### config.mk
export PLATFORM = sky130hd
export DESIGN_NAME = ikhm_hash
export DESIGN_NICKNAME = d
export VERILOG_FILES = /design/src/rtl/ikhm_pkg.sv /design/src/rtl/ikhm_hash.sv
export SDC_FILE = /design/constraint.sdc
export NUM_CORES = 1
export LEC_CHECK = 0
export BUFFER_PORTS_ARGS = -buffer_cell sky130_fd_sc_hd__buf_2
export CAP_MARGIN = 15
export CORE_ASPECT_RATIO = 0.5
export CORE_MARGIN = 1
export CORE_UTILIZATION = 35
export CTS_CLUSTER_DIAMETER = 50
export DETAILED_ROUTE_END_ITERATION = 8
export PLACE_DENSITY = 0.52
export SLEW_MARGIN = 20
export SYNTH_ARGS = -nofsm -noshare
export SYNTH_HDL_FRONTEND = slang
export SYNTH_SLANG_ARGS = --single-unit
### constraint.sdc
create_clock -name clk_i -period 10.5 [get_ports clk_i]
set_input_delay 2.1 -clock clk_i [delete_from_list [all_inputs] [get_ports clk_i]]
set_output_delay 2.1 -clock clk_i [all_outputs]
set_load 0.01 [all_outputs]
### src/rtl/ikhm_pkg.sv
`timescale 1ns / 1ps

package ikhm_pkg;

  // default geometry
  localparam int unsigned BUCKETS_DEF = 64;
  localparam int unsigned WAYS_DEF    = 4;

  // hash constants
  localparam logic [31:0] HASH_MUL   = 32'h045d_9f3b;
  localparam int unsigned HASH_SHIFT = 16;

  // request commands
  localparam logic CMD_LOOKUP = 1'b0;
  localparam logic CMD_INSERT = 1'b1;

  // result of one request
  typedef struct packed {
    logic [31:0] value;
    logic        found;
    logic        full_res;
  } result_t;

  // x ^ (x >> 16)
  function automatic logic [31:0] xor_shift(input logic [31:0] x);
    xor_shift = x ^ (x >> HASH_SHIFT);
  endfunction

endpackage

### src/rtl/ikhm_hash.sv
`timescale 1ns / 1ps

module ikhm_hash (
  input  logic        clk_i,
  input  logic        load_i,
  input  logic        step_i,
  input  logic [31:0] key_i,
  output logic [31:0] hash_o
);

  logic [31:0] h_q;
  logic [31:0] h_d;
  logic [31:0] mul_in;

  // one shared multiplier: first round from the key, second from the register
  assign mul_in = load_i ? ikhm_pkg::xor_shift(key_i) : ikhm_pkg::xor_shift(h_q);
  assign h_d    = mul_in * ikhm_pkg::HASH_MUL;

  always_ff @(posedge clk_i) begin
    if (load_i || step_i) begin
      h_q <= h_d;
    end
  end

  // final xor-shift
  assign hash_o = ikhm_pkg::xor_shift(h_q);

endmodule

==> insert_results.sql <==
INSERT INTO impl_metrics (metric_group, metric, value, unit) VALUES
('outcome', 'run_status', 'finished, final reports clean', ''),
('yosys', 'synth.net_count', '1539', ''),
('worst_setup_path', 'crit_path_top_delay_cell', 'o21ai_0', ''),
('clock_network', 'tritoncts', 'built', ''),
('clock_network', 'post_cts_hold_fix_bufs', '0', ''),
('floorplan', 'row_count', '45', ''),
('yosys', 'post_synth_fa_ha_maj_area_fraction', '56.9', '%'),
('final_layout', 'layout_top_registers', 'h_q: 32 flops', ''),
('grt', 'grt_use_total', '20.5', '%'),
('clock_network', 'clock_tree.root_cell', 'clkbuf_16', ''),
('timing', 'fin_crit_sh', '91.6', '%'),
('timing', 'grt_setup_unrepaired', 'false', ''),
('job', 'cap_viol_max_count', '0', ''),
('worst_setup_path', 'crit_path_frequent_cell', 'inv_1', ''),
('worst_setup_path', 'arrival', '9650', 'ps'),
('floorplan', 'dieArea', '32000', 'µm²'),
('route', 'drtAntennaViolNets', '0', ''),
('clock_network', 'clkSlewWorstSetupHoldPaths', '50', 'ps'),
('route', 'routed_wire_length_per_instance', '19.1', 'µm'),
('route', 'dr_total_vias', '7330', ''),
('final_layout', 'area_growth_syn_to_layout', '8.91', '%'),
('yosys', 'synth_cell_types', '47', ''),
('timing', 'setup-violations-final', '0', ''),
('placed_design', 'global_placer_s_final_weighted_congestion', '0.957', ''),
('clock_network', 'max_clock_buf_depth', '2', ''),
('worst_setup_path', 'critPathKind', 'in -> reg', ''),
('final_layout', 'max_ffs_per_register', '32', ''),
('timing', 'max_slew.worst_pin.slew', '1090', 'ps'),
('yosys', 'yosys_most_used_dff', 'edfxtp_1', ''),
('clock_network', 'clock_sinks', '32', ''),
('grt', 'grt_first_pass_wirelength', '47.9', 'mm'),
('yosys', 'async_flop_share', '0', '%'),
('floorplan', 'design.portCount', '67', ''),
('worst_setup_path', 'crit_path_max_fanout', '30', ''),
('yosys', 'post_synth_and_or_nand_nor_area_fraction', '3.09', '%'),
('final_layout', 'diodes', '0', ''),
('grt', 'first_global_vias', '7922', ''),
('timing', 'hold_viol', '0', ''),
('worst_hold_path', 'timing.hold.worst.class', 'reg -> reg', ''),
('clock_network', 'post_cts.resized_instances', '0', ''),
('yosys', 'seq_area_frac_synth', '8.79', '%'),
('final_layout', 'finish.net_count', '1602', ''),
('yosys', 'synth_mux_area_share', '1.53', '%'),
('yosys', 'synth_top_cell_area_share', '38.6', '%'),
('final_layout', 'filler_cell_count', '3108', ''),
('yosys', 'compound_cell_area_share_of_the_yosys_netlist', '5.55', '%'),
('yosys', 'yosysWarningCount', '0', ''),
('final_layout', 'final_cell_count_no_fill', '1620', ''),
('route', 'drt_wl_total', '30.9', 'mm'),
('worst_setup_path', 'cp-startpoint', 'load_i', ''),
('final_layout', 'drive_above_1_share', '8.10', '%'),
('timing', 'final_slew_viol_count', '0', ''),
('yosys', 'mappedNetlistArea', '10900', 'µm²'),
('yosys', 'synth_enable_flop_cells', '32', ''),
('grt', 'grt_start_max_net_pins', '33', ''),
('clock_network', 'postCtsSetupBuffers', '0', ''),
('floorplan', 'dieWidth', '252', 'µm'),
('yosys', 'synth.area.top_cells', 'fa_1, ha_1, inv_1, edfxtp_1, xnor2_1', ''),
('grt', 'antenna_found_initial', '1', ''),
('clock_network', 'ctsHtreeMaxLevel', '2', ''),
('yosys', 'syn-mean-instance-area', '9.65', 'µm²'),
('route', 'dr.pass1.iters', '5', ''),
('timing', 'fin_crit', '9620', 'ps'),
('timing', 'max_clock_freq', '104', 'MHz'),
('worst_setup_path', 'crit_path_start_kind', 'primary input', ''),
('final_layout', 'regMostFlops', 'h_q', ''),
('yosys', 'post_synth_inst_count', '1133', ''),
('floorplan', 'chipHeight', '127', 'µm'),
('timing', 'finalSetupTns', '0', 'ps'),
('yosys', 'yosys.area_share.xor_xnor', '8.14', '%'),
('floorplan', 'start_util', '35.8', '%');
[cell families after synthesis]
logic type | after synthesis
fa+ha+maj | 371
xor+xnor | 100
mux | 16
simple gates | 73
buf+inv | 447
flops | 32
compound gates | 94
[placed cells by master (no fill, tap or decap), types with 2 or more instances in the layout]
| master | instances |
|---|---|
| nand2_1 | 20 |
| o21ai_1 | 6 |
| and3_1 | 3 |
| a21oi_2 | 3 |
| o21bai_1 | 2 |
| clkbuf_16 | 5 |
| nand3_1 | 5 |
| mux2_2 | 3 |
| nor2_1 | 27 |
| and2_1 | 2 |
| a211oi_1 | 2 |
| or2_2 | 2 |
| a21o_1 | 19 |
| nand4_1 | 2 |
| ha_1 | 160 |
| xor2_1 | 35 |
| nor3_1 | 2 |
| edfxtp_1 | 32 |
| mux2i_1 | 12 |
| fa_1 | 211 |
| xnor2_1 | 64 |
| o21ai_0 | 5 |
| buf_2 | 66 |
| nand2b_1 | 2 |
| o41a_1 | 2 |
| o31ai_1 | 3 |
| nor2b_1 | 2 |
| a21oi_1 | 36 |
| inv_1 | 422 |
| o21a_1 | 8 |
| buf_4 | 15 |
[metrics by stage]
stage | hold slack (ps) | util [%] | setup slack, ps | area (µm²)
global placement | 945 | 38.5 | 785 | 11700
global route | 981 | 39.0 | 534 | 11900
CTS | 949 | 39.0 | 968 | 11900
finish | 947 | 39.0 | 881 | 11900
detailed placement | 942 | 38.5 | 686 | 11700
floorplan | 867 | - | 1560 | 10900
[per-layer routing]
layer	global-route usage, %	up-vias	part of all wire [%]
met5	0	-	0
met4	3.35	0	1.6
met3	3.55	25	5.3
met2	31.5	156	44
met1	30.5	3704	49
li1	-	3445	-
[cell type report]
class | count | area, µm² | share of cell area [%]
Clock inverter | 2 | 35.0 | 0.294
Timing Repair Buffer | 81 | 443 | 3.72
Multi-Input combinational cell | 654 | 8230 | 69.1
Clock buffer | 6 | 129 | 1.08
Sequential cell | 32 | 961 | 8.07
Tap cell | 423 | 529 | 4.44
Inverter | 422 | 1580 | 13.3
[worst reg2reg max path: cells and delay by family (launching register included)]
family | cells | cell delay, ps
compound gates | 6 | 2210
xor+xnor | 3 | 660
fa+ha+maj | 7 | 3080
buf+inv | 6 | 790
flops | 1 | 480
simple gates | 3 | 670
[worst paths after layout]
check	endpoint	cells past startpoint	slack, ps
hold reg to reg	h_q[0]$_DFFE_PP_	4	950
setup / recovery	h_q[30]$_DFFE_PP_	25	880
hold / removal	h_q[0]$_DFFE_PP_	4	950
setup reg to reg	h_q[30]$_DFFE_PP_	25	2380
Power is left out: the tool's default activity adds up to more than one toggle a clock period on the data nets, which glitch-free logic cannot reach.
