--- config.mk ---
export PLATFORM = sky130hd
export DESIGN_NAME = ikhm_match
export DESIGN_NICKNAME = d
export VERILOG_FILES = /design/src/rtl/ikhm_pkg.sv /design/src/rtl/ikhm_match.sv
export SDC_FILE = /design/constraint.sdc
export NUM_CORES = 1
export LEC_CHECK = 0
export ABC_AREA = 1
export BUFFER_PORTS_ARGS = -buffer_cell sky130_fd_sc_hd__buf_2
export CAP_MARGIN = 20
export CORE_AREA = 2 2 241 243
export DETAILED_ROUTE_END_ITERATION = 10
export DIE_AREA = 0 0 243 245
export SYNTH_ARGS = -nofsm -noshare
export SYNTH_HDL_FRONTEND = slang
export SYNTH_SLANG_ARGS = --single-unit
--- constraint.sdc ---
create_clock -name vclk -period 2.11
set_input_delay 0.211 -clock vclk [all_inputs]
set_output_delay 0.211 -clock vclk [all_outputs]
set_load 0.01 [all_outputs]
--- src/rtl/ikhm_pkg.sv ---
`timescale 1ns / 1ps

package ikhm_pkg;

  // default geometry
  localparam int unsigned BUCKETS_DEF = 64;
  localparam int unsigned WAYS_DEF    = 4;

  // hash constants
  localparam logic [31:0] HASH_MUL   = 32'h045d_9f3b;
  localparam int unsigned HASH_SHIFT = 16;

  // request commands
  localparam logic CMD_LOOKUP = 1'b0;
  localparam logic CMD_INSERT = 1'b1;

  // result of one request
  typedef struct packed {
    logic [31:0] value;
    logic        found;
    logic        full_res;
  } result_t;

  // x ^ (x >> 16)
  function automatic logic [31:0] xor_shift(input logic [31:0] x);
    xor_shift = x ^ (x >> HASH_SHIFT);
  endfunction

endpackage

--- src/rtl/ikhm_match.sv ---
`timescale 1ns / 1ps

module ikhm_match #(
  parameter int unsigned WAYS   = ikhm_pkg::WAYS_DEF,
  parameter int unsigned FILL_W = $clog2(WAYS + 1),
  parameter int unsigned ROW_W  = FILL_W + WAYS * 64
) (
  input  logic [ROW_W-1:0]  row_i,
  input  logic              cmd_i,
  input  logic [31:0]       key_i,
  input  logic [31:0]       dflt_i,
  output ikhm_pkg::result_t res_o,
  output logic              wr_en_o,
  output logic [ROW_W-1:0]  wr_row_o
);

  localparam int unsigned VAL_BASE  = WAYS * 32;
  localparam int unsigned FILL_BASE = WAYS * 64;

  logic [FILL_W-1:0] fill;
  logic [31:0]       hit_value;
  logic              hit;
  logic              room;
  logic              is_insert;

  assign fill      = row_i[FILL_BASE +: FILL_W];
  assign room      = fill < FILL_W'(WAYS);
  assign is_insert = cmd_i == ikhm_pkg::CMD_INSERT;

  // way compare, the earliest filled slot wins
  always_comb begin
    hit       = 1'b0;
    hit_value = dflt_i;
    for (int w = WAYS - 1; w >= 0; w--) begin
      if ((FILL_W'(w) < fill) && (row_i[w*32 +: 32] == key_i)) begin
        hit       = 1'b1;
        hit_value = row_i[VAL_BASE + w*32 +: 32];
      end
    end
  end

  // append into the next free slot
  always_comb begin
    wr_row_o = row_i;
    for (int w = 0; w < WAYS; w++) begin
      if (FILL_W'(w) == fill) begin
        wr_row_o[w*32 +: 32]            = key_i;
        wr_row_o[VAL_BASE + w*32 +: 32] = dflt_i;
      end
    end
    wr_row_o[FILL_BASE +: FILL_W] = fill + FILL_W'(1);
  end

  assign wr_en_o        = is_insert && !hit && room;
  assign res_o.value    = hit_value;
  assign res_o.found    = hit;
  assign res_o.full_res = is_insert && !hit && !room;

endmodule

==> results.py <==
metrics = {
    "routing": {
        "m1WireLength_um": 27000,
        "detail_route.wl_per_cell_um": 21.6,
        "final_antenna_net_count": 0,
        "finalWirelength_um": 68000,
        "drt_pass1_iterations": 6,
        "top_layer": "met5",
        "drt-vias-per-instance": 4.48,
        "vias": 14100,
        "detailedRoute.firstIterationViolations": 965,
        "route.met3.wl_um": 5460,
        "drcViolationCount": 0,
        "wl_met2_um": 33200,
    },
    "pwr": {
        "cellInternalPower_uw": 1330,
        "pwr-share-seq_pct": 0,
        "p_sw_share_pct": 58.0,
        "comb_power_share_pct": 100.0,
        "post-layout-total-power_uw": 3160,
        "power.leakage_uw": 0.00857,
        "peakVddDrop_mv": 0.121,
        "share_clk_of_total_power_pct": 0,
        "power.net_switching_uw": 1830,
        "pwr_density_cell_nw_per_um2": 202,
    },
    "sta": {
        "timing.max_slew.rel_slack_pct": 72.2,
        "final_worst_path_period_share_pct": 107,
        "report.final.hold_viol_count": 0,
        "setup_violations": 35,
        "layout_setup_ws_ps": -155,
        "worst_pin_slew_ps": 418,
        "timing_max_transition_violations_final": 0,
        "final.hold.worst_slack_ps": 727,
        "layout_min_cycle_time_ps": 2260,
        "max_freq_mhz": 442,
        "unrepaired_setup_endpoints_after_global_routing": "yes",
    },
    "yosys": {
        "synthDominantCellAreaShare_pct": 29.9,
        "syn-num-nets": 1903,
        "ys_types": 34,
        "yosys.area.top_type": "nand2_1",
        "synth.most_common_cell": "nand2_1",
        "ys_seq_area_share_pct": 0,
        "yosys-top-cells-area": "nand2_1 (30%), o21ai_0 (18%), inv_1 (8.3%)",
        "yosysWarnings": 0,
        "post_synth_inst_count": 1576,
        "syn-cell-area_um2": 7250,
        "synth_top_cells_by_count": "nand2_1 (577), o21ai_0 (262), inv_1 (161), nor2_1 (136), nand3_1 (82)",
        "syn_avg_cell_area_um2": 4.60,
    },
    "grt": {
        "grt_overflow_total": 0,
        "number_of_antenna_violations_at_the_first_check_in_global_routing": 21,
        "grt_pass1_vias": 13200,
        "grt_first_pass_wirelength_um": 92700,
        "grt_max_degree": 63,
        "groute.usage.overall_pct": 21.3,
    },
    "outcome": {
        "outcome": "finished with violations",
        "violations": "setup timing",
    },
    "critical_path": {
        "timing.critical_path.arrival_ps": 2050,
        "top_cell_by_count_worst_path": "nand2_2",
        "cells_along_the_critical_path": "buf_8 -> buf_6 -> xnor2_4 -> nand2_1 -> nor2_1 -> nand2_2 -> nor2_4 -> buf_12 -> nand3_4 -> buf_12 -> buf_16 -> nand2_2 -> nand3_2 -> nand2_2 -> a21oi_2 -> buf_2",
        "critPathRequiredTime_ps": 1900,
        "worst-setup-path-type": "in2out",
        "worst_setup_path_start_kind": "input pin",
        "cpMaxStageDelayCell": "xnor2_4",
        "crit_fanout": 5,
        "max_stage_delay_ps": 200,
        "critPathCaptureType": "output pin",
    },
    "floorplan": {
        "die_area_um2": 59500,
        "num_io_pins": 618,
        "die_height_um": 245,
        "floorplan.die.width_um": 243,
        "floorplan.initialDensity_pct": 12.7,
        "placeableCoreArea_um2": 57000,
        "floorplan.rows": 88,
    },
    "worst_hold_path": {
        "timing.hold.worst_path_depth": 4,
        "worst_hold_path_type": "in2out",
    },
    "layout": {
        "num-clock-buffers": 0,
        "layout-area-overhead-vs-synth_pct": 116,
        "post_route_cells_drive_above_1_share_pct": 52.5,
        "seqCellArea_um2": 0,
        "final_cell_area_um2": 15700,
        "final_net_count": 2699,
        "nFlopsAndLatches": 0,
    },
    "place": {
        "placer_s_final_routability_congestion_estimate": 1.00,
        "hpwlAfterDp_um": 53300,
        "io_buffer_count": 618,
        "dpl-instance-area_um2": 12800,
    },
    "run": {
        "timing.max_cap.violations": 0,
    },
    "clocking": {
        "number_of_hold_buffers_added_after_cts": 0,
    },
}
cells by family after synthesis:
family	after synthesis	synth area share, %
and+or+nand+nor	873	50.0
adders and majority gates	3	0.518
buffers and inverters	277	15.6
AOI/OAI and AO/OA	361	26.5
xor gates and xnor gates	62	7.49
routing by layer:
metal | up-vias | global-route usage, %
met3 | 120 | 3.46
met2 | 800 | 38.0
li1 | 6595 | -
met1 | 6550 | 26.4
met5 | - | 0
met4 | 12 | 5.63
layout make-up:
cell class         instances  area (µm²)
diodes                     7        17.5
inverters                182         723
fillers                 6562       41400
multi-input cells       1299        7610
well taps                765         957
repair buffers           889        6350
power by group through the flow:
| stage | logic [µW] | registers [µW] | clock network [µW] |
|---|---|---|---|
| 2_1_floorplan | 1150 | 0 | 0 |
| 3_3_place_gp | 2790 | 0 | 0 |
| 3_5_place_dp | 2790 | 0 | 0 |
| 4_1_cts | 3020 | 0 | 0 |
| 6_report | 3160 | 0 | 0.000445 |
| 5_1_grt | 3400 | 0 | 0.000317 |
placed cells by master, fill, tap and decap left out, drive strengths merged:
cell type,netlist,final
xor2,25,25
clkinv,0,1
nand2b,3,3
inv,182,181
nor3,13,13
xnor2,37,37
ha,3,3
nand3,93,93
nand2,579,579
and2,2,2
a21oi,94,94
clkbuf,55,2
and3,2,2
buf,40,887
nand4,18,18
nor3b,1,1
nor2,142,142
diode,0,7
nand3b,7,7
or2,6,6
o21ai,266,266
nor2b,5,5
nor4,2,2
o211ai,1,1
through the flow:
| step | setup TNS (ps) | setup WS [ps] | util (%) | cells |
|---|---|---|---|---|
| floorplan | 0 | 385 | - | 1576 |
| global placement | -7350 | -306 | 22.5 | 3084 |
| detailed placement | -7580 | -278 | 22.5 | 3084 |
| CTS | -3330 | -142 | 26.1 | 3128 |
| global route | -7970 | -271 | 27.4 | 3140 |
| finish | -4540 | -155 | 27.4 | 3142 |
critical path, delay by kind of cell:
| kind | cells | cell delay (ps) |
|---|---|---|
| compound gates | 1 | 50 |
| simple gates | 8 | 750 |
| buf+inv | 6 | 820 |
| xor+xnor | 1 | 200 |
timing repair:
item / CTS / global route
setup endpoints to repair: 35 / 35
gates cloned: 18 / 1
gates resized for setup: 348 / 174
setup buffers: 27 / 9
pin swaps: 50 / 66
path summary, 6_finish.rpt:
| check | slack (ps) | from | to |
|---|---|---|---|
| setup / recovery | -150 | key_i[11] | res_o[13] |
| hold / removal | 730 | row_i[200] | wr_row_o[200] |
(Power assumes the default switching activity.)
