==> src/rtl/ikhm_ram.sv <==
`timescale 1ns / 1ps

module ikhm_ram #(
  parameter int unsigned WIDTH = 8,
  parameter int unsigned DEPTH = 64
) (
  input  logic                     clk_i,
  input  logic                     we_i,
  input  logic [$clog2(DEPTH)-1:0] waddr_i,
  input  logic [WIDTH-1:0]         wdata_i,
  input  logic                     re_i,
  input  logic [$clog2(DEPTH)-1:0] raddr_i,
  output logic [WIDTH-1:0]         rdata_o
);

  logic [WIDTH-1:0] mem_q [DEPTH];
  logic [WIDTH-1:0] rdata_q;

  // single write port, registered read that holds when idle
  always_ff @(posedge clk_i) begin
    if (we_i) begin
      mem_q[waddr_i] <= wdata_i;
    end
    if (re_i) begin
      rdata_q <= mem_q[raddr_i];
    end
  end

  assign rdata_o = rdata_q;

endmodule

==> config.mk <==
export PLATFORM = sky130hd
export DESIGN_NAME = ikhm_ram
export DESIGN_NICKNAME = d
export VERILOG_FILES = /design/src/rtl/ikhm_ram.sv
export SDC_FILE = /design/constraint.sdc
export NUM_CORES = 1
export LEC_CHECK = 0
export ABC_AREA = 1
export BUFFER_PORTS_ARGS = -buffer_cell sky130_fd_sc_hd__buf_2
export CAP_MARGIN = 30
export CORE_MARGIN = 10
export CORE_UTILIZATION = 35
export DETAILED_ROUTE_END_ITERATION = 16
export GPL_ROUTABILITY_DRIVEN = 1
export PLACE_DENSITY_LB_ADDON = 0.12
export SETUP_SLACK_MARGIN = 0.5
export SLEW_MARGIN = 10
export SYNTH_ARGS = -nofsm -noshare
export SYNTH_HDL_FRONTEND = slang
export SYNTH_SLANG_ARGS = --single-unit
==> constraint.sdc <==
create_clock -name clk_i -period 2.55 [get_ports clk_i]
set_clock_uncertainty 0.05 [all_clocks]
set_input_delay 0.255 -clock clk_i [delete_from_list [all_inputs] [get_ports clk_i]]
set_output_delay 0.255 -clock clk_i [all_outputs]
set_load 0.01 [all_outputs]
==> results of run 1 <==
==> layout by cell type, fill, tap and decap left out <==
cell type and count:
buf_2 28, nand4_1 9, inv_8 1, inv_2 1
nand2_1 648, clkbuf_1 16, nand3_1 439, clkinvlp_4 4
edfxtp_1 520, bufinv_16 3, clkbuf_16 57, buf_12 22
clkinv_2 12, inv_1 9, clkbuf_8 1, buf_16 1
buf_4 88, inv_4 1, clkinv_1 11, nor4_1 8
nor2_1 56, diode_2 4
==> flip-flops by register name (all words and copies together), names as in the netlist <==
signal   cells
rdata_o      8
mem_q      512
==> power breakdown <==
part,switching [mW],leakage [nW],total [mW],internal [mW]
clock network,3.33,0.828,7.71,4.39
logic,0.888,3.37,1.21,0.320
registers,0.0248,4.69,9.50,9.48
total,4.24,8.89,18.4,14.2
==> worst max-delay path: stages, from the launching register on <==
cell and delay, ps:
edfxtp_1 380, nand2_1 80, nand3_1 80, nand3_1 160
nand2_1 70, nand2_1 80, nand3_1 230, nand3_1 250
nand2_1 70
==> area by class of cell <==
type                            instances  area, sq um
Tap cell                              782          978
Clock inverter                         30          221
Sequential cell                       520        15600
Fill cell                            5694        35900
Inverter                               12         55.1
Multi-Input combinational cell       1160         4950
Timing Repair Buffer                  140         1280
Clock buffer                           73         1490
Antenna cell                            4         10.0
==> per-layer routing <==
layer / vias to the layer above / GRT usage, % / routed length [microns]
li1: 6526 / - / -
met5: - / 0 / 0
met4: 0 / 4.25 / 1220
met2: 385 / 27.0 / 28500
met1: 6909 / 24.8 / 28200
met3: 73 / 2.82 / 4130
==> through the flow <==
stage          instances  util (%)  cell area, sq um  power, mW  setup WS (ps)
6_report            2721      40.7             24600       18.4            861
5_1_grt             2717      40.7             24600       19.1            738
4_1_cts             2717      40.7             24600       18.6            849
3_5_place_dp        2614      37.8             22900       10.9            257
3_3_place_gp        2613      37.8             22800       10.9            239
2_1_floorplan       1805         -             21400       10.3            479
==> worst paths after layout <==
path	to	from	slack [ps]	cells past startpoint
max	rdata_o[0]	mem_q[31][0]	860	8
max reg2reg	rdata_o[0]	mem_q[31][0]	860	8
min	mem_q[46][5]	wdata_i[5]	20	1
min reg2reg	rdata_o[3]	mem_q[58][3]	840	8
==> kinds of logic after synthesis <==
kind of cell,after synthesis,synth area share [%]
buffers and inverters,125,4.01
DFF,520,72.9
and+or+nand+nor,1160,23.1
==> results.yml, run 1 <==
status:
  outcome: "completed"
global_route:
  grtUsageTotal_pct: 17.3
  grt_overflow: 0
  antenna_found_initial: 3
  grt_max_degree: 105
  grt_pass1_vias: 13492
  grt_pass1_wl_microns: 91900
worst_setup_path:
  endpoint_kind: "register"
  critPathMaxFanout: 1
  path_class: "reg2reg"
  startpoint_type: "register"
  required_ps: 2850
  arrival_ps: 1990
clocking:
  clock-root-buffer: "clkbuf_16"
  clockBufferDepth: 3
  post_cts_buffers: 0
  clock-sinks: 520
  htreeDepth: 2
  clk_pin_slew_ps: 60
  ctsResizeCount: 0
  cts_buffers: 56
  clkLatencyLatePin_ps: 610
  hold_buffers: 0
  cts_tree: "done"
power_and_ir_drop:
  power.density_nw_per_um2: 749
  vdd_drop_max_mv: 0.493
  leakage_nw: 8.89
routing:
  drtPass1Iterations: 6
  viasPerCell: 5.11
  vias: 13893
  drt_iter0_markers: 1282
  routed_wl_microns: 62000
  ant_nets: 0
  wl_per_cell_microns: 22.8
  drc: 0
floorplan:
  dieArea_sq_um: 71500
  io_pins: 31
  core_sq_um: 60500
  die_w_microns: 267
  num_rows: 90
  dieHeight_microns: 267
  start_util_pct: 35.4
synth:
  synthArstFlopShare_pct: 0
  synth_fp_nets: 1828
  synth_top_area_share_pct: 72.9
  netlist-cell-type-count: 15
  ys_seq_elements: 520
  netlist_instances: 1805
  syn-cell-area_sq_um: 21400
  syn_area_per_cell_sq_um: 11.9
  ys.flop_type: "edfxtp_1"
  synth.most_common_cell: "nand2_1"
  synth_edf_count: 520
  ys_seq_area_share_pct: 72.9
  yosys_warnings: 0
  synthTopCellsByArea: "edfxtp_1 (73%), nand2_1 (11%), nand3_1 (10%)"
  yosys.area.top_type: "edfxtp_1"
  ys_top_cells_by_count: "nand2_1 (648), edfxtp_1 (520), nand3_1 (439)"
timing:
  fmax_mhz: 592
  fin_crit_sh_pct: 66.2
  worstMarginPinSlew_ps: 771
  rsz0062_at_grt: "false"
  hold_violations: 0
  period_needed_ps: 1690
  max_slew_margin_pct: 48.6
  timing.hold.ws_ps: 20.6
  slew_violations: 0
  finalSetupViolCount: 0
  tns_ps: 0
place:
  place_congestion: 0.806
  io_buffer_count: 30
  dpl.hpwl_microns: 35700
min_path:
  hp-class: "in2reg"
layout:
  syn2layout_area_growth_pct: 14.8
  drive_gt1_share_pct: 11.3
  layout.nets: 1913
run:
  drv_cap: 0
Power figures use the tool's default switching activity.
==> inputs of run 2 (changes only) <==
--- a/config.mk
+++ b/config.mk
@@ -5,7 +5,7 @@
 export SDC_FILE = /design/constraint.sdc
 export NUM_CORES = 1
 export LEC_CHECK = 0
-export ABC_AREA = 1
+export ABC_AREA = 0
 export BUFFER_PORTS_ARGS = -buffer_cell sky130_fd_sc_hd__buf_2
 export CAP_MARGIN = 30
 export CORE_MARGIN = 10
==> constraint.sdc (replaced) <==
create_clock -name clk_i -period 1.4 [get_ports clk_i]
set_clock_uncertainty 0.05 [all_clocks]
set_input_delay 0.14 -clock clk_i [delete_from_list [all_inputs] [get_ports clk_i]]
set_output_delay 0.14 -clock clk_i [all_outputs]
set_load 0.01 [all_outputs]
==> run 2 against run 1 <==
Effect of this change: the run now ends with negative hold slack, negative setup slack left; final cell count down 27%; maximum frequency down 18%; hold slack worse by 29 ps; sequential share of layout area down 4.1 points; critical path depth down 4; first-iteration DRC count down 43%; via count down 27%; clock-buffer cell count down 11; combinational power up 86%; non-clock buffer count up 84.
==> results.yml, run 2 <==
layout:
  stdcell_area_sq_um: 26300
  most-common-layout-cells: "edfxtp_1 (520), mux4_2 (126), buf_4 (103), buf_12 (91), nor2_4 (64)"
  drive_gt1_share_pct: 44.4
  layout.nets: 1192
  syn2layout_area_growth_pct: 29.8
  layout_commonest_cell: "edfxtp_1"
  postLayoutCoreUtil_pct: 45.7
  top_register: "mem_q"
  largest_reg_flops: 512
  fill_cells: 4884
power_and_ir_drop:
  vdd_drop_max_mv: 0.987
  leakage_nw: 8.39
  power.density_nw_per_um2: 1300
worst_setup_path:
  path_class: "reg2reg"
  arrival_ps: 2330
  endpoint_kind: "register"
  critPathMaxFanout: 1
  required_ps: 1680
  startpoint_type: "register"
routing:
  drt_iter0_markers: 736
  wl_per_cell_microns: 26.2
  drc: 0
  drtPass1Iterations: 4
  routed_wl_microns: 51900
  vias: 10136
  viasPerCell: 5.13
  ant_nets: 0
floorplan:
  die_w_microns: 261
  core_sq_um: 57500
  dieArea_sq_um: 67900
  io_pins: 31
  num_rows: 88
  dieHeight_microns: 261
  start_util_pct: 35.2
synth:
  ys_top_cells_by_count: "edfxtp_1 (520), mux4_2 (126), nor2_1 (83)"
  yosys_warnings: 0
  synth.most_common_cell: "edfxtp_1"
  synth_edf_count: 520
  netlist-cell-type-count: 39
  syn-cell-area_sq_um: 20200
  syn_area_per_cell_sq_um: 21.5
  synthArstFlopShare_pct: 0
  synth_top_area_share_pct: 77.1
  ys_seq_area_share_pct: 77.1
  yosys.area.top_type: "edfxtp_1"
  ys_seq_elements: 520
  synth_fp_nets: 963
  ys.flop_type: "edfxtp_1"
  synthTopCellsByArea: "edfxtp_1 (77%), mux4_2 (14%), nor2_1 (1.5%)"
  netlist_instances: 940
status:
  failed_checks: "negative hold slack, negative setup slack"
  outcome: "finished with violations"
place:
  io_buffer_count: 30
  dpl.hpwl_microns: 34200
  place_congestion: 0.767
  place_area_sq_um: 24200
  place_ws_ps: -1060
run:
  drv_cap: 0
timing:
  worst_slack_ps: -649
  rsz0062_at_grt: "true"
  max_slew_margin_pct: 48.2
  worstMarginPinSlew_ps: 777
  finalSetupViolCount: 13
  hold_violations: 5
  slew_violations: 0
  fmax_mhz: 488
  tns_ps: -4870
  period_needed_ps: 2050
  fin_crit_sh_pct: 146
  timing.hold.ws_ps: -8.59
clocking:
  clockBufferDepth: 3
  clock-root-buffer: "clkbuf_16"
  clk_pin_slew_ps: 60
  clkLatencyLatePin_ps: 600
  htreeDepth: 2
  cts_tree: "done"
  clock-sinks: 520
  cts_buffers: 54
global_route:
  grt_max_degree: 65
  grt_pass1_vias: 10666
  grt_pass1_wl_microns: 76600
  antenna_found_initial: 2
  grtUsageTotal_pct: 15.6
  grt_overflow: 0
min_path:
  hp-class: "in2reg"
==> run 2: kinds of logic after synthesis <==
group	share of synthesized area, %
flip-flops	77.1
multiplexers	15.9
AND/OR/NAND/NOR	3.37
AO/OA/AOI/OAI	2.06
buffers and inverters	1.56
==> run 2: final timing paths <==
kind / endpoint / cells past startpoint / from / slack (ps)
worst max-delay path: rdata_o[5] / 4 / mem_q[51][5] / -650
worst min-delay path: mem_q[63][5] / 1 / wdata_i[5] / -9
worst max register to register: rdata_o[5] / 4 / mem_q[51][5] / -650
worst min register to register: rdata_o[6] / 3 / mem_q[31][6] / 920
==> run 2: metal layers <==
metal / GRT usage [%] / share of wire (%) / up-vias
met5: 0 / 0.015 / -
met4: 3.31 / 1.5 / 2
met3: 3.16 / 4.4 / 58
met2: 24.9 / 48 / 196
met1: 21.9 / 46 / 5475
li1: - / - / 4405
==> run 2: repair_timing <==
action,CTS,global route
hold endpoints to repair,73,0
setup endpoints to repair,88,91
pin swaps,9,11
resized for setup,26,13
hold buffers,3,0
buffers inserted,1,2
==> run 2: power breakdown <==
group	switching (mW)	internal, mW	total [mW]
logic	1.26	0.994	2.25
registers	0.0518	17.3	17.3
clock network	5.91	8.62	14.5
total	7.22	26.9	34.1
==> run 2: critical path, stage by stage (launching register included) <==
cell and delay [ps]:
edfxtp_1 360, mux4_2 520, mux4_2 520, o21ai_4 220, o41ai_1 110
==> run 2: final cells by class <==
type,instances,area [sq um],share of cell area (%)
Multi-Input combinational cell,369,5100,19.4
Timing Repair Buffer,224,2820,10.7
Tap cell,765,957,3.64
Clock inverter,36,382,1.45
Clock buffer,62,1400,5.34
Sequential cell,520,15600,59.4
Antenna cell,1,2.50,0.00952
==> run 2: per-stage QoR <==
stage	total power [mW]	std cells
floorplan	18.7	940
global placement	19.8	1872
detailed placement	19.8	1872
CTS	34.5	1974
global route	35.2	1977
finish	34.1	1977
==> inputs of run 3 (changes only) <==
--- a/config.mk
+++ b/config.mk
@@ -8,6 +8,8 @@
 export ABC_AREA = 0
 export BUFFER_PORTS_ARGS = -buffer_cell sky130_fd_sc_hd__buf_2
 export CAP_MARGIN = 30
+export CELL_PAD_IN_SITES_DETAIL_PLACEMENT = 1
+export CELL_PAD_IN_SITES_GLOBAL_PLACEMENT = 1
 export CORE_MARGIN = 10
 export CORE_UTILIZATION = 35
 export DETAILED_ROUTE_END_ITERATION = 16
==> run 3 against run 2 <==
Effect of this change: maximum frequency decreased by 1.3%; largest power group unchanged; routed wire length is 3.1% higher; largest cell class unchanged; core utilization is 0.25 points lower; flip-flop and latch count unchanged; combinational power is 2% lower; sequential power about the same; non-clock buffer count grew 7; first-iteration DRC count grew 5.6%; sequential share of layout area up 0.32 points; critical path depth rose by 1; final area down 0.54%; hold slack gained 32 ps; the run ends with negative setup slack left.
==> results.yml, run 3 (synthesis results as in run 2) <==
place:
  io_buffer_count: 30
  place_congestion: 0.746
  place_area_sq_um: 24200
  placedCellCount: 1876
  place_ws_ps: -1130
  dpl.hpwl_microns: 34800
worst_setup_path:
  path_class: "reg2reg"
  critPathMaxFanout: 1
  startpoint_type: "register"
  cp_top_family: "multiplexers"
  slowest_stage: "mux4_2"
  crit_start: "mem_q[29][6]"
  r2r_start: "mem_q[29][6]"
  arrival_ps: 2360
  critPathBufInv: 0
  cp_cell_sequence: "mux4_2 > mux2_4 > o221a_4 > nor3_4 > o32ai_2"
  endpoint_kind: "register"
  slowest_delay_ps: 500
  required_ps: 1680
clocking:
  htreeDepth: 2
  clock-sinks: 520
  cts_tree: "done"
  clockBufferDepth: 3
  cts_buffers: 54
  clkLatencyLatePin_ps: 600
  clock-root-buffer: "clkbuf_16"
  clk_pin_slew_ps: 60
timing:
  slew_violations: 0
  max_slew_margin_pct: 50.5
  finalSetupViolCount: 13
  fin_crit_sh_pct: 148
  period_needed_ps: 2080
  worstMarginPinSlew_ps: 742
  hold_violations: 0
  rsz0062_at_grt: "true"
  worst_slack_ps: -675
  fmax_mhz: 482
floorplan:
  dieHeight_microns: 261
  start_util_pct: 35.2
  io_pins: 31
  dieArea_sq_um: 67900
  core_sq_um: 57500
  num_rows: 88
  die_w_microns: 261
global_route:
  grt_overflow: 0
  grtUsageTotal_pct: 16.2
  antenna_found_initial: 0
  grt_max_degree: 65
  grt_pass1_wl_microns: 79000
  grt_pass1_vias: 10994
layout:
  top_register: "mem_q"
  fill_cells: 5253
  syn2layout_area_growth_pct: 29.1
  largest_reg_flops: 512
  most-common-layout-cells: "edfxtp_1 (520), mux4_2 (126), buf_4 (112), buf_12 (85), nor2_4 (67)"
  postLayoutCoreUtil_pct: 45.5
  drive_gt1_share_pct: 44.2
  layout.nets: 1199
  layout_commonest_cell: "edfxtp_1"
  stdcell_area_sq_um: 26100
  finalNonFillerCells: 1979
  n_antenna_cell: 0
routing:
  ant_nets: 0
  viasPerCell: 5.13
  drtPass1Iterations: 5
  drt_iter0_markers: 777
  vias: 10147
  drc: 0
  routed_wl_microns: 53500
  wl_per_cell_microns: 27.0
min_path:
  hp-class: "in2reg"
  hold_start: "wdata_i[1]"
power_and_ir_drop:
  total_power_mw: 33.2
  leakage_nw: 8.33
  power.density_nw_per_um2: 1270
  vdd_drop_max_mv: 0.814
status:
  outcome: "finished with violations"
  failed_checks: "negative setup slack"
run:
  drv_cap: 0
==> run 3: where the power goes <==
part	internal (mW)	leakage (nW)	switching, mW
Sequential	17.3	4.69	0.0486
Combinational	0.962	2.84	1.25
Clock	7.87	0.809	5.77
==> run 3: final timing paths <==
kind,endpoint,slack [ps],cells past startpoint
hold reg to reg,rdata_o[4],890,3
setup / recovery,rdata_o[6],-680,5
hold / removal,mem_q[12][1],20,2
setup reg to reg,rdata_o[6],-680,5
==> run 3: final cells by class <==
type	count	area, sq um	share of cell area, %
Sequential cell	520	15600	59.7
Multi-Input combinational cell	369	5100	19.5
Timing Repair Buffer	231	2810	10.8
Clock buffer	66	1420	5.42
Tap cell	765	957	3.66
Clock inverter	28	239	0.914
==> run 3: what timing repair did <==
| action | 4_1_cts | 5_1_grt |
|---|---|---|
| hold buffers | 5 | 0 |
| gates cloned | 0 | 0 |
| endpoints found under the setup margin | 116 | 170 |
| pin swaps | 4 | 4 |
| endpoints found under the hold margin | 50 | 0 |
| setup buffers | 3 | 1 |
| gates resized for setup | 35 | 13 |
==> run 3: layer usage <==
layer  vias to the layer above  track usage [%]  share of wire (%)
li1                       4428                -                  -
met1                      5492             22.1                 45
met2                       161             26.9                 50
met3                        66             2.37                3.6
met4                         0             4.20                1.8
met5                         -                0                  0
==> run 3: worst reg2reg max path: cells and delay by family (launching register included) <==
family / cells / cell delay (ps)
simple gates: 1 / 210
compound gates: 2 / 410
mux: 2 / 790
flops: 1 / 350
==> run 3: through the flow <==
step                hold WS, ps  setup TNS [ps]
floorplan                   189          -40470
global placement            517          -63120
detailed placement          507          -65650
CTS                        5.01           -5380
global route               18.8           -5540
finish                     23.4           -4840
